### config.mk
export PLATFORM = sky130hd
export DESIGN_NAME = ps2_mouse_packet_decoder_core
export DESIGN_NICKNAME = d
export VERILOG_FILES = /design/src/hdl/pmd_pkg.sv /design/src/hdl/pmd_evt_ser.sv /design/src/hdl/ps2_mouse_packet_decoder_core.sv
export SDC_FILE = /design/constraint.sdc
export NUM_CORES = 1
export LEC_CHECK = 0
export ABC_AREA = 1
export BUFFER_PORTS_ARGS = -buffer_cell sky130_fd_sc_hd__buf_2
export CORE_AREA = 2 2 167 169
export CTS_CLUSTER_SIZE = 16
export DETAILED_ROUTE_END_ITERATION = 8
export DIE_AREA = 0 0 169 171
export GPL_TIMING_DRIVEN = 0
export PLACE_DENSITY = 0.52
export SYNTH_ARGS = -nofsm -noshare
export SYNTH_HDL_FRONTEND = slang
export SYNTH_SLANG_ARGS = --single-unit
### constraint.sdc
create_clock -name clk -period 5.6 [get_ports clk]
set_input_delay 0.56 -clock clk [delete_from_list [all_inputs] [get_ports clk]]
set_output_delay 0.56 -clock clk [all_outputs]
set_load 0.1 [all_outputs]
### src/hdl/pmd_pkg.sv
package pmd_pkg;

  localparam int POS_W      = 12;
  localparam int CFG_DATA_W = 13;
  localparam int CFG_IDX_W  = 2;

  // register indexes on the configuration port
  localparam logic [CFG_IDX_W-1:0] CFG_ENABLE        = 2'd0;
  localparam logic [CFG_IDX_W-1:0] CFG_SCREEN_WIDTH  = 2'd1;
  localparam logic [CFG_IDX_W-1:0] CFG_SCREEN_HEIGHT = 2'd2;

  localparam logic [CFG_DATA_W-1:0] RESET_SCREEN_WIDTH  = 13'd1024;
  localparam logic [CFG_DATA_W-1:0] RESET_SCREEN_HEIGHT = 13'd768;

  // header byte fields
  localparam logic [7:0] HDR_SYNC_BIT = 8'h08;
  localparam logic [7:0] HDR_OVERFLOW = 8'hC0;
  localparam logic [7:0] HDR_BUTTONS  = 8'h07;

  // event codes
  localparam logic [1:0] EV_MOVE = 2'd0;
  localparam logic [1:0] EV_DOWN = 2'd1;
  localparam logic [1:0] EV_UP   = 2'd2;

  localparam logic [1:0] BTN_NONE   = 2'd0;
  localparam logic [1:0] BTN_LEFT   = 2'd1;
  localparam logic [1:0] BTN_RIGHT  = 2'd2;
  localparam logic [1:0] BTN_MIDDLE = 2'd3;

  typedef struct packed {
    logic [7:0] data_byte;
    logic       from_aux;
  } pmd_in_t;

  typedef struct packed {
    logic [1:0]       event_type;
    logic [1:0]       button;
    logic [POS_W-1:0] pos_x;
    logic [POS_W-1:0] pos_y;
    logic             last;
  } pmd_out_t;

  // events of one packet: mask bit 0 move, 1 left, 2 right, 3 middle
  typedef struct packed {
    logic [3:0]       mask;
    logic [2:0]       buttons;
    logic [POS_W-1:0] pos_x;
    logic [POS_W-1:0] pos_y;
  } pmd_evset_t;

endpackage

### src/hdl/pmd_evt_ser.sv
module pmd_evt_ser import pmd_pkg::*; (
  input  logic       clk,
  input  logic       rst,
  input  logic       load_valid,
  input  pmd_evset_t load,
  output logic       load_free,
  output logic       out_valid,
  input  logic       out_stall,
  output pmd_out_t   out_data
);

  logic [3:0]       mask;
  logic [2:0]       buttons;
  logic [POS_W-1:0] pos_x;
  logic [POS_W-1:0] pos_y;

  logic       out_open;
  logic       pop;
  logic [3:0] lowest;
  logic [3:0] rem;
  logic [3:0] mask_after;
  pmd_out_t   out_next;

  assign out_open   = !out_valid || !out_stall;
  assign pop        = (mask != 4'd0) && out_open;
  assign lowest     = mask & (~mask + 4'd1);
  assign rem        = mask & ~lowest;
  assign mask_after = pop ? rem : mask;
  assign load_free  = (mask_after == 4'd0);

  always_comb begin
    out_next.pos_x = pos_x;
    out_next.pos_y = pos_y;
    out_next.last  = (rem == 4'd0);
    out_next.event_type = EV_MOVE;
    out_next.button     = BTN_NONE;
    if (lowest[1]) begin
      out_next.button     = BTN_LEFT;
      out_next.event_type = buttons[0] ? EV_DOWN : EV_UP;
    end else if (lowest[2]) begin
      out_next.button     = BTN_RIGHT;
      out_next.event_type = buttons[1] ? EV_DOWN : EV_UP;
    end else if (lowest[3]) begin
      out_next.button     = BTN_MIDDLE;
      out_next.event_type = buttons[2] ? EV_DOWN : EV_UP;
    end
  end

  always_ff @(posedge clk) begin
    if (rst) begin
      mask <= 4'd0;
    end else if (load_valid && load_free) begin
      mask <= load.mask;
    end else begin
      mask <= mask_after;
    end
  end

  always_ff @(posedge clk) begin
    if (load_valid && load_free) begin
      buttons <= load.buttons;
      pos_x   <= load.pos_x;
      pos_y   <= load.pos_y;
    end
  end

  always_ff @(posedge clk) begin
    if (rst) begin
      out_valid <= 1'b0;
    end else if (pop) begin
      out_valid <= 1'b1;
    end else if (!out_stall) begin
      out_valid <= 1'b0;
    end
  end

  always_ff @(posedge clk) begin
    if (pop) begin
      out_data <= out_next;
    end
  end

  a_pop_shows: assert property (@(posedge clk) disable iff (rst)
    (mask != 4'd0) && out_open |=> out_valid)
    else $error("pending event not moved to output");

  a_more_pending: assert property (@(posedge clk) disable iff (rst)
    out_valid && !out_data.last |-> mask != 4'd0)
    else $error("non-final event shown with nothing left");

  a_load_taken: assert property (@(posedge clk) disable iff (rst)
    load_valid && load_free |=> mask == $past(load.mask))
    else $error("event set not captured");

endmodule

### src/hdl/ps2_mouse_packet_decoder_core.sv
// Path: an accepted byte is held in the input register and decoded from it, its events move
//   into the serializer's event mask register, and each event is then registered on out_data.
// Throughput: one byte per cycle; a completed packet yields up to four events, one per cycle
//   while out_stall is low, and the input stalls only while the event serializer still holds
//   undelivered events.
// Reset (rst, synchronous): decoding disabled, screen 1024 x 768, cursor centered, no events.
module ps2_mouse_packet_decoder_core import pmd_pkg::*; #(
  parameter int COORD_BITS = 12
) (
  input  logic                  clk,
  input  logic                  rst,
  input  logic                  in_valid,
  output logic                  in_stall,
  input  pmd_in_t               in_data,
  output logic                  out_valid,
  input  logic                  out_stall,
  output pmd_out_t              out_data,
  input  logic                  cfg_valid,
  output logic                  cfg_ready,
  input  logic [CFG_IDX_W-1:0]  cfg_index,
  input  logic [CFG_DATA_W-1:0] cfg_data
);

  localparam int CB    = COORD_BITS;
  localparam int SW    = CB + 2;                            // signed cursor sum width
  localparam int CMP_W = (CB + 1 > CFG_DATA_W) ? CB + 1 : CFG_DATA_W;
  localparam int EXT_W = (CB > POS_W) ? CB : POS_W;

  // packet assembly positions
  localparam logic [1:0] BC_HEADER  = 2'd0;
  localparam logic [1:0] BC_DELTA_X = 2'd1;
  localparam logic [1:0] BC_DELTA_Y = 2'd2;

  // Effective clamp limit: zero or oversize screen means the full coordinate range.
  function automatic logic [CB:0] eff_limit(input logic [CFG_DATA_W-1:0] size);
    logic [CMP_W-1:0] s;
    logic [CMP_W-1:0] full;
    logic [CMP_W-1:0] r;
    s    = CMP_W'(size);
    full = CMP_W'(1) << CB;
    if (s == '0 || s > full) begin
      r = full;
    end else begin
      r = s;
    end
    return r[CB:0];
  endfunction

  function automatic logic [CB-1:0] clamp_pos(input logic signed [SW-1:0] v,
                                              input logic [CB:0] lim);
    logic [CB:0] lim_m1;
    lim_m1 = lim - {{CB{1'b0}}, 1'b1};
    if (v < 0) begin
      return '0;
    end else if (v >= $signed({1'b0, lim})) begin
      return lim_m1[CB-1:0];
    end else begin
      return v[CB-1:0];
    end
  endfunction

  // input register
  logic    s1_valid;
  pmd_in_t s1;

  // configuration and decoder state
  logic          enable;
  logic [CB:0]   lim_x;
  logic [CB:0]   lim_y;
  logic [1:0]    byte_count;
  logic [7:0]    header_byte;
  logic [7:0]    delta_x_byte;
  logic [CB-1:0] ptr_x;
  logic [CB-1:0] ptr_y;
  logic [2:0]    button_state;

  logic          ev_free;
  logic          proc;
  logic          active;
  logic          pkt_done;
  logic          cfg_we;
  logic [CB:0]   cfg_lim;
  logic [CB:0]   rst_lim_x;
  logic [CB:0]   rst_lim_y;

  logic signed [7:0]    dx;
  logic signed [7:0]    dy;
  logic                 moved;
  logic signed [SW-1:0] sum_x;
  logic signed [SW-1:0] sum_y;
  logic [CB-1:0]        new_x;
  logic [CB-1:0]        new_y;
  logic [CB-1:0]        ptr_x_next;
  logic [CB-1:0]        ptr_y_next;
  logic [2:0]           newb;
  logic [2:0]           changed;
  logic [EXT_W-1:0]     ext_x;
  logic [EXT_W-1:0]     ext_y;
  pmd_evset_t           load;

  // Configuration writes are always taken; software must write only while the block is idle; not enforced here.
  assign cfg_ready = 1'b1;
  assign cfg_we    = cfg_valid && cfg_ready;
  assign cfg_lim   = eff_limit(cfg_data);
  assign rst_lim_x = eff_limit(RESET_SCREEN_WIDTH);
  assign rst_lim_y = eff_limit(RESET_SCREEN_HEIGHT);

  // Hold the byte in the input register until the serializer can take its events.
  assign in_stall = s1_valid && !ev_free;
  assign proc     = s1_valid && ev_free;
  assign active   = s1.from_aux && enable;
  assign pkt_done = proc && active && (byte_count == BC_DELTA_Y)
                    && ((header_byte & HDR_OVERFLOW) == 8'h00);

  // Decode: PS/2 Y grows upward, screen Y grows downward, so subtract it.
  assign dx    = $signed(delta_x_byte);
  assign dy    = $signed(s1.data_byte);
  assign moved = (dx != 8'sd0) || (dy != 8'sd0);
  assign sum_x = $signed({2'b00, ptr_x}) + SW'(dx);
  assign sum_y = $signed({2'b00, ptr_y}) - SW'(dy);
  assign new_x = clamp_pos(sum_x, lim_x);
  assign new_y = clamp_pos(sum_y, lim_y);
  assign ptr_x_next = moved ? new_x : ptr_x;
  assign ptr_y_next = moved ? new_y : ptr_y;

  assign newb    = header_byte[2:0] & HDR_BUTTONS[2:0];
  assign changed = newb ^ button_state;

  // Report positions on the 12-bit event fields.
  assign ext_x = EXT_W'(ptr_x_next);
  assign ext_y = EXT_W'(ptr_y_next);

  always_comb begin
    load.mask    = pkt_done ? {changed, moved} : 4'd0;
    load.buttons = newb;
    load.pos_x   = ext_x[POS_W-1:0];
    load.pos_y   = ext_y[POS_W-1:0];
  end

  // input register: advance when empty or when its byte is decoded this cycle
  always_ff @(posedge clk) begin
    if (rst) begin
      s1_valid <= 1'b0;
    end else if (in_valid && !in_stall) begin
      s1_valid <= 1'b1;
    end else if (proc) begin
      s1_valid <= 1'b0;
    end
  end

  always_ff @(posedge clk) begin
    if (in_valid && !in_stall) begin
      s1 <= in_data;
    end
  end

  always_ff @(posedge clk) begin
    if (rst) begin
      enable <= 1'b0;
    end else if (cfg_we && cfg_index == CFG_ENABLE) begin
      enable <= cfg_data[0];
    end
  end

  // Screen size and cursor: a size write recenters that axis.
  always_ff @(posedge clk) begin
    if (rst) begin
      lim_x <= rst_lim_x;
      lim_y <= rst_lim_y;
      ptr_x <= rst_lim_x[CB:1];
      ptr_y <= rst_lim_y[CB:1];
    end else if (cfg_we && cfg_index == CFG_SCREEN_WIDTH) begin
      lim_x <= cfg_lim;
      ptr_x <= cfg_lim[CB:1];
    end else if (cfg_we && cfg_index == CFG_SCREEN_HEIGHT) begin
      lim_y <= cfg_lim;
      ptr_y <= cfg_lim[CB:1];
    end else if (pkt_done) begin
      ptr_x <= ptr_x_next;
      ptr_y <= ptr_y_next;
    end
  end

  // Packet assembly; drop a header without the sync bit to regain alignment.
  always_ff @(posedge clk) begin
    if (rst) begin
      byte_count   <= BC_HEADER;
      header_byte  <= 8'h00;
      delta_x_byte <= 8'h00;
      button_state <= 3'b000;
    end else if (proc && active) begin
      case (byte_count)
        BC_HEADER: begin
          if ((s1.data_byte & HDR_SYNC_BIT) != 8'h00) begin
            header_byte <= s1.data_byte;
            byte_count  <= BC_DELTA_X;
          end
        end
        BC_DELTA_X: begin
          delta_x_byte <= s1.data_byte;
          byte_count   <= BC_DELTA_Y;
        end
        default: begin
          byte_count <= BC_HEADER;
          if (pkt_done) begin
            button_state <= newb;
          end
        end
      endcase
    end
  end

  pmd_evt_ser u_ser (
    .clk        (clk),
    .rst        (rst),
    .load_valid (proc),
    .load       (load),
    .load_free  (ev_free),
    .out_valid  (out_valid),
    .out_stall  (out_stall),
    .out_data   (out_data)
  );

  a_count_range: assert property (@(posedge clk) disable iff (rst)
    byte_count != 2'd3)
    else $error("packet byte count out of range");

  a_ptr_in: assert property (@(posedge clk) disable iff (rst)
    {1'b0, ptr_x} < lim_x && {1'b0, ptr_y} < lim_y)
    else $error("cursor outside screen");

  a_overflow_holds: assert property (@(posedge clk) disable iff (rst)
    proc && active && byte_count == BC_DELTA_Y
    && (header_byte & HDR_OVERFLOW) != 8'h00 && !cfg_we
    |=> ptr_x == $past(ptr_x) && button_state == $past(button_state))
    else $error("overflow packet changed state");

  a_take_fills: assert property (@(posedge clk) disable iff (rst)
    in_valid && !in_stall |=> s1_valid)
    else $error("transfer lost at input register");

endmodule

After elaboration in Yosys (flattened, before gate mapping) --
Cells that the tools add are included.
Word-level totals: flip-flop bits (word level) 143, input port bits 29, output and inout bits 32, word-level logic and storage cells 112
Cells by class: add/subtract/negate cells 5, magnitude comparators 5, equality and inequality tests 7, mux-type cells 27, bitwise gates (word level) 7, reduce and logical (&&, ||, !) cells 39
Operators by type and width (count):
- two-way mux 12 bit | 11
- >= comparator 14 bit | 2
- < comparator 14 x 1 -> 1 bit, second input constant | 2
- two-way mux 4 bit | 6
- subtractor 12 x 1 -> 12 bit, second input constant | 2
- nonzero test 8 bit | 2
- adder 13 x 8 -> 14 bit | 1
- subtractor 13 x 8 -> 14 bit | 1
- greater-than comparator 13 bit, second input constant | 1
- logical NOT 13 bit | 1
- two-way mux 13 bit | 1
- logical AND 1 bit | 12
- AND reduction 2 bit | 5
- bitwise AND 4 bit | 2
- logical NOT 4 bit | 2
- logical NOT 8 bit | 1
- two-way mux 2 bit | 4
- NOT 4 bit | 2
- AND reduction 3 bit | 2
- nonzero test 2 bit | 3
- adder 4 x 1 -> 4 bit, second input constant | 1
- equality test 2 x 1 -> 1 bit, second input constant | 2
- equality test 2 bit, second input constant | 2
- logical NOT 1 bit | 4
- 10 further kinds | 18

Depth between registers and ports, before layout --
depth after elaboration 14, mapped depth 27, gate-level depth less buffers 26

Hierarchy --
From an unflattened synthesis, not the netlist that was laid out.
Second synthesis, totals: cells, all modules 1030, area total of the unflattened synthesis 8371.8 sq um
Modules (own cells, without submodules):
- ps2_mouse_packet_decoder_core | times used 1, cells each 909, area an instance 6313.6 sq um, seq. area each 1671.6 sq um
- pmd_evt_ser | times used 1, cells each 121, area an instance 2058.2 sq um, seq. area each 1781.7 sq um

Worst setup path before layout --
Ideal clock, no wire load.
path type flip-flop to flip-flop, start point register u_ser.out_valid, end point register s1 (netlist bit dy[0]) (enable), library setup time 0.376 ns, arrival 4.040 ns, data required time 5.224 ns, slack 1.184 ns, cell stages (with the launch flop) 8, buffers on the path 0, period minus slack after synthesis 4.416 ns, path through dfxtp_1 > nand2_1 > inv_1 > a21oi_1 > nor2_1 > nor2_2 > a21oi_1 > nor2_1
On the way: longest elaborated chain between the ends 9
Ends and longest elaborated chain:
- start, declared | line pmd_evt_ser.sv:7 | output logic out_valid,
- start signal, assigned | line pmd_evt_ser.sv:69 | out_valid <= 1'b0;
- start signal, assigned | line pmd_evt_ser.sv:71 | out_valid <= 1'b1;
- start signal, assigned | line pmd_evt_ser.sv:73 | out_valid <= 1'b0;
- logical NOT 1 bit | line pmd_evt_ser.sv:24 | assign out_open = !out_valid || !out_stall;
- logical OR 1 bit | line pmd_evt_ser.sv:24
- logical AND 1 bit | line pmd_evt_ser.sv:25 | assign pop = (mask != 4'd0) && out_open;
- via u_ser.pop | line pmd_evt_ser.sv:18 | logic pop;
- two-way mux 4 bit | line pmd_evt_ser.sv:28 | assign mask_after = pop ? rem : mask;
- logical NOT 4 bit | line pmd_evt_ser.sv:29 | assign load_free = (mask_after == 4'd0);
- logical NOT 1 bit | line ps2_mouse_packet_decoder_core.sv:109 | assign in_stall = s1_valid && !ev_free;
- logical AND 1 bit | line ps2_mouse_packet_decoder_core.sv:109
- via in_stall | line ps2_mouse_packet_decoder_core.sv:13 | output logic in_stall,
- logical NOT 1 bit | line ps2_mouse_packet_decoder_core.sv:152 | if (in_valid && !in_stall) begin
- logical AND 1 bit | line ps2_mouse_packet_decoder_core.sv:152
- end signal, assigned | line ps2_mouse_packet_decoder_core.sv:153 | s1 <= in_data;
- end, declared | line ps2_mouse_packet_decoder_core.sv:64 | pmd_in_t s1;
The timed path passes the listed nets, and every way through them passes these cells. A chain may end at the register's enable or synchronous reset.

Worst setup path in the final report --
start point register s1 (netlist bit dy[0]), end point register ptr_y[1]
On the way: longest elaborated chain between the ends 7, elaborated cells on any way between the ends 10, classes of those cells add/sub: 1; order compare: 2; mux: 5; reduce/logical: 2
Ends and longest elaborated chain:
- subtractor 13 x 8 -> 14 bit | line ps2_mouse_packet_decoder_core.sv:120 | assign sum_y = $signed({2'b00, ptr_y}) - SW'(dy);
- >= comparator 14 bit | line ps2_mouse_packet_decoder_core.sv:55 | end else if (v >= $signed({1'b0, lim})) begin
- two-way mux 12 bit | line ps2_mouse_packet_decoder_core.sv:55
- two-way mux 12 bit | line ps2_mouse_packet_decoder_core.sv:53 | if (v < 0) begin
- two-way mux 12 bit * | line ps2_mouse_packet_decoder_core.sv:124 | assign ptr_y_next = moved ? new_y : ptr_y;
- via ext_y[1] | line ps2_mouse_packet_decoder_core.sv:98 | logic [EXT_W-1:0] ext_y;
- two-way mux 12 bit * | line ps2_mouse_packet_decoder_core.sv:178 | end else if (pkt_done) begin
- two-way mux 12 bit * | line ps2_mouse_packet_decoder_core.sv:175 | end else if (cfg_we && cfg_index == CFG_SCREEN_HEIGHT) begin
- end signal, assigned | line ps2_mouse_packet_decoder_core.sv:171 | ptr_y <= rst_lim_y[CB:1];
- end signal, assigned | line ps2_mouse_packet_decoder_core.sv:177 | ptr_y <= cfg_lim[CB:1];
- end signal, assigned | line ps2_mouse_packet_decoder_core.sv:180 | ptr_y <= ptr_y_next;
- end, declared | line ps2_mouse_packet_decoder_core.sv:74 | logic [CB-1:0] ptr_y;
The timed path passes the listed nets; every way through them passes the cells marked *. The select of a mux whose other input is x is not followed.

==> key figures <==
Status
  – Status: complete, no violations

Place
  – Placed cell count: 1409
  – Final RePlAce weighted congestion: 0.829
  – I/O Buffers: 59
  – Post-place setup slack: about 1.5 ns
  – DP HPWL: ~17 mm
  – Placed inst area: between 8000 and 9000 um^2

Finish
  – Area Overhead vs Synth: 17.4%
  – Most common cell after layout, fill and taps aside: nand2_1
  – Most frequent cells in the layout: nand2_1, inv_1, a21oi_1
  – Post-route insts no fill: approximately 1400
  – Number of diodes: 0
  – Fin area: around 9400 um^2
  – Nets: about 1200
  – Final core utilization: 0.344
  – Share of cells above drive strength 1: 0.109

Critical path
  – CP max FO: 10
  – Worst setup EP type: register
  – Data required, critical path: 5.96 ns
  – Crit start category: register
  – Worst Path Arrival: roughly 4.5 ns
  – Crit Path Class: register to register
  – Reg2reg setup slack: around 1.5 ns

Detailed routing
  – Initial DRC count: 402
  – Post-DR vias/cell: approximately 4.6
  – Met2 WL post-DR: approximately 9.3 mm
  – Vias: 6665
  – Uppermost layer routed: met4
  – Met3 WL: approximately 980 um
  – Final wirelength: 21.8 mm
  – DR WL/cell: roughly 15 um
  – Drt drc: 0
  – Drt first pass iters: 5
  – Detail Route Antenna Nets: 0
  – Met1 wire length: roughly 11 mm

Clock tree
  – CTS tree: yes
  – CTS buffer count: 17
  – CTS sink cnt: between 100 and 150
  – Maximum buffer depth of the clock tree: 2
  – Clk pin slew, worst setup/hold paths: 0.06 ns
  – Cts hold-fix bufs: 0
  – Post-CTS sizing: 0
  – H-tree levels: 4
  – Post-CTS setup buffers: 0
  – Root buffer cell: clkbuf_16
  – Latest clock arrival within the worst-skew pair: 0.43 ns

Logic synthesis
  – Post-synth EDFFs: 65
  – Synth top area share: 0.244
  – Yosys reg bits: 140
  – Synthesized area: around 8000 um^2
  – Sequential cell area fraction in the yosys report: 0.431
  – Syn Nets: about 1100
  – Synth area leader: edfxtp_1
  – Synth cell types: 43
  – Synth Instances: between 1000 and 1500
  – Syn. warnings: 0
  – Async SR Flop Fraction: 0
  – Synth Flop Type: dfxtp_1
  – Average size of a mapped cell: between 7 and 8 um^2
  – Dominant cells by area after synthesis: edfxtp_1, dfxtp_1, nand2_1, ha_1, inv_1

Timing
  – Worst-margin pin slew: a little under 1 ns
  – Slew margin rel.: 0.340
  – Final setup skew: 0.00741 ns
  – Final setup violation count: 0
  – Pins Over Slew Limit: 0
  – Setup WS post-layout: about 1.5 ns
  – Hold Worst Slack: roughly 0.3 ns
  – Unrepaired setup endpoints after global routing: no
  – Final min period: a little over 4 ns
  – TNS Setup: 0 ns
  – Fin. Hold Viols: 0
  – Final Cycle Share: 0.737
  – Fmax: around 0.24 GHz

Global routing
  – First-pass GRT wire length: between 30 and 40 mm
  – Grt ovf: 0
  – Vias in the first global route: 6305
  – Initial antenna violation count: 0
  – All-Layer GR Usage: 0.157
  – Pin count of the biggest net entering global routing: 29

Die
  – Die width: 169 um
  – Row count: slightly above 60
  – Starting Density: 0.293
  – Die height: 171 um
  – Num ports: between 60 and 70
  – Core ar.: around 27000 um^2
  – Die area: 28900 um^2

Power
  – Maximum vdd ir drop: approximately 0.18 mV
  – Total Power: between 2 and 3 mW
  – Pleak: ~4.3 nW
  – Pwr per Cell Area: between 300 and 400 nW/um^2

Flow run
  – MaxCap Viol Count: 0

Worst hold path
  – Worst min path class: input port to register
-- metal layers --
metal,vias up,GRT usage
met5,-,0
met4,0,0.0453
met3,25,0.0322
met2,155,0.239
met1,3017,0.224
li1,3468,-
-- path summary, 6_finish.rpt --
kind	start	endpoint	cells after the start
worst max-delay path	dy[0]$_DFFE_PP_	ptr_y[1]$_SDFFE_PP0P_	21
worst min-delay path	in_data[5]	dy[4]$_DFFE_PP_	1
worst max register to register	dy[0]$_DFFE_PP_	ptr_y[1]$_SDFFE_PP0P_	21
worst min register to register	u_ser.pos_y[9]$_DFFE_PP_	u_ser.out_data[10]$_DFFE_PP_	0
-- critical path: stages (launching register included) --
cell and delay [ns]:
edfxtp_1 0.48, ha_1 0.27, fa_1 0.41, o21ai_0 0.35, a21oi_1 0.12, o21ai_0 0.21
xor2_1 0.28, inv_1 0.08, ha_1 0.27, nand2_1 0.05, nor2_1 0.08, nand2_1 0.06
nand2_1 0.06, nand2_1 0.05, nand2_1 0.05, nand2_1 0.04, nand2_1 0.12, clkbuf_1 0.35
nor2_1 0.06, o21ai_0 0.42, nand2_1 0.10, a21oi_1 0.14
-- where the power goes --
| part | total [mW] | leakage, nW | switching (mW) | internal [mW] |
|---|---|---|---|---|
| Clock | 1.25 | 0.309 | 0.495 | 0.755 |
| Combinational | 0.443 | 2.80 | 0.294 | 0.149 |
| Sequential | 1.14 | 1.23 | 0.0252 | 1.12 |
| Total | 2.84 | 4.34 | 0.815 | 2.02 |
-- flip-flops by register name, summed over array words and instances (netlist names) --
name and count:
ptr_x 12, u_ser.out_valid 1, enable 1, dy 8
ptr_y 12, s1 1, button_state 3, lim_y 13
u_ser.pos_y 12, u_ser.buttons 3, u_ser.pos_x 12, delta_x_byte 8
lim_x 13, u_ser.out_data 29, byte_count 2, header_byte 5
s1_valid 1, u_ser.mask 4
-- kinds of logic after synthesis --
kind of cell,Yosys count,synth area share
xor+xnor,40,0.0437
compound gates,185,0.131
flops,140,0.431
simple gates,399,0.214
other cells,1,0.000468
fa+ha+maj,56,0.0893
buf+inv,182,0.0904
-- synthesized netlist by cell type, types with 18 or more instances --
master	number
inv_1	150
o21ai_0	52
dfxtp_1	75
o21a_1	21
edfxtp_1	65
nand2_1	214
a21oi_1	82
clkbuf_1	18
xor2_1	34
nor2_1	71
ha_1	54
nor3_1	28
nand3_1	63
-- layout make-up --
| class | count | area [um^2] |
|---|---|---|
| timing repair buffer | 60 | 315 |
| multi-input combinational | 681 | 3850 |
| sequential | 140 | 3450 |
| buffer | 28 | 141 |
| inverter | 154 | 583 |
| clock buffer | 17 | 425 |
| fill | 2871 | 17900 |
| tap | 346 | 433 |
| clock inverter | 15 | 209 |
(Power assumes the default switching activity.)
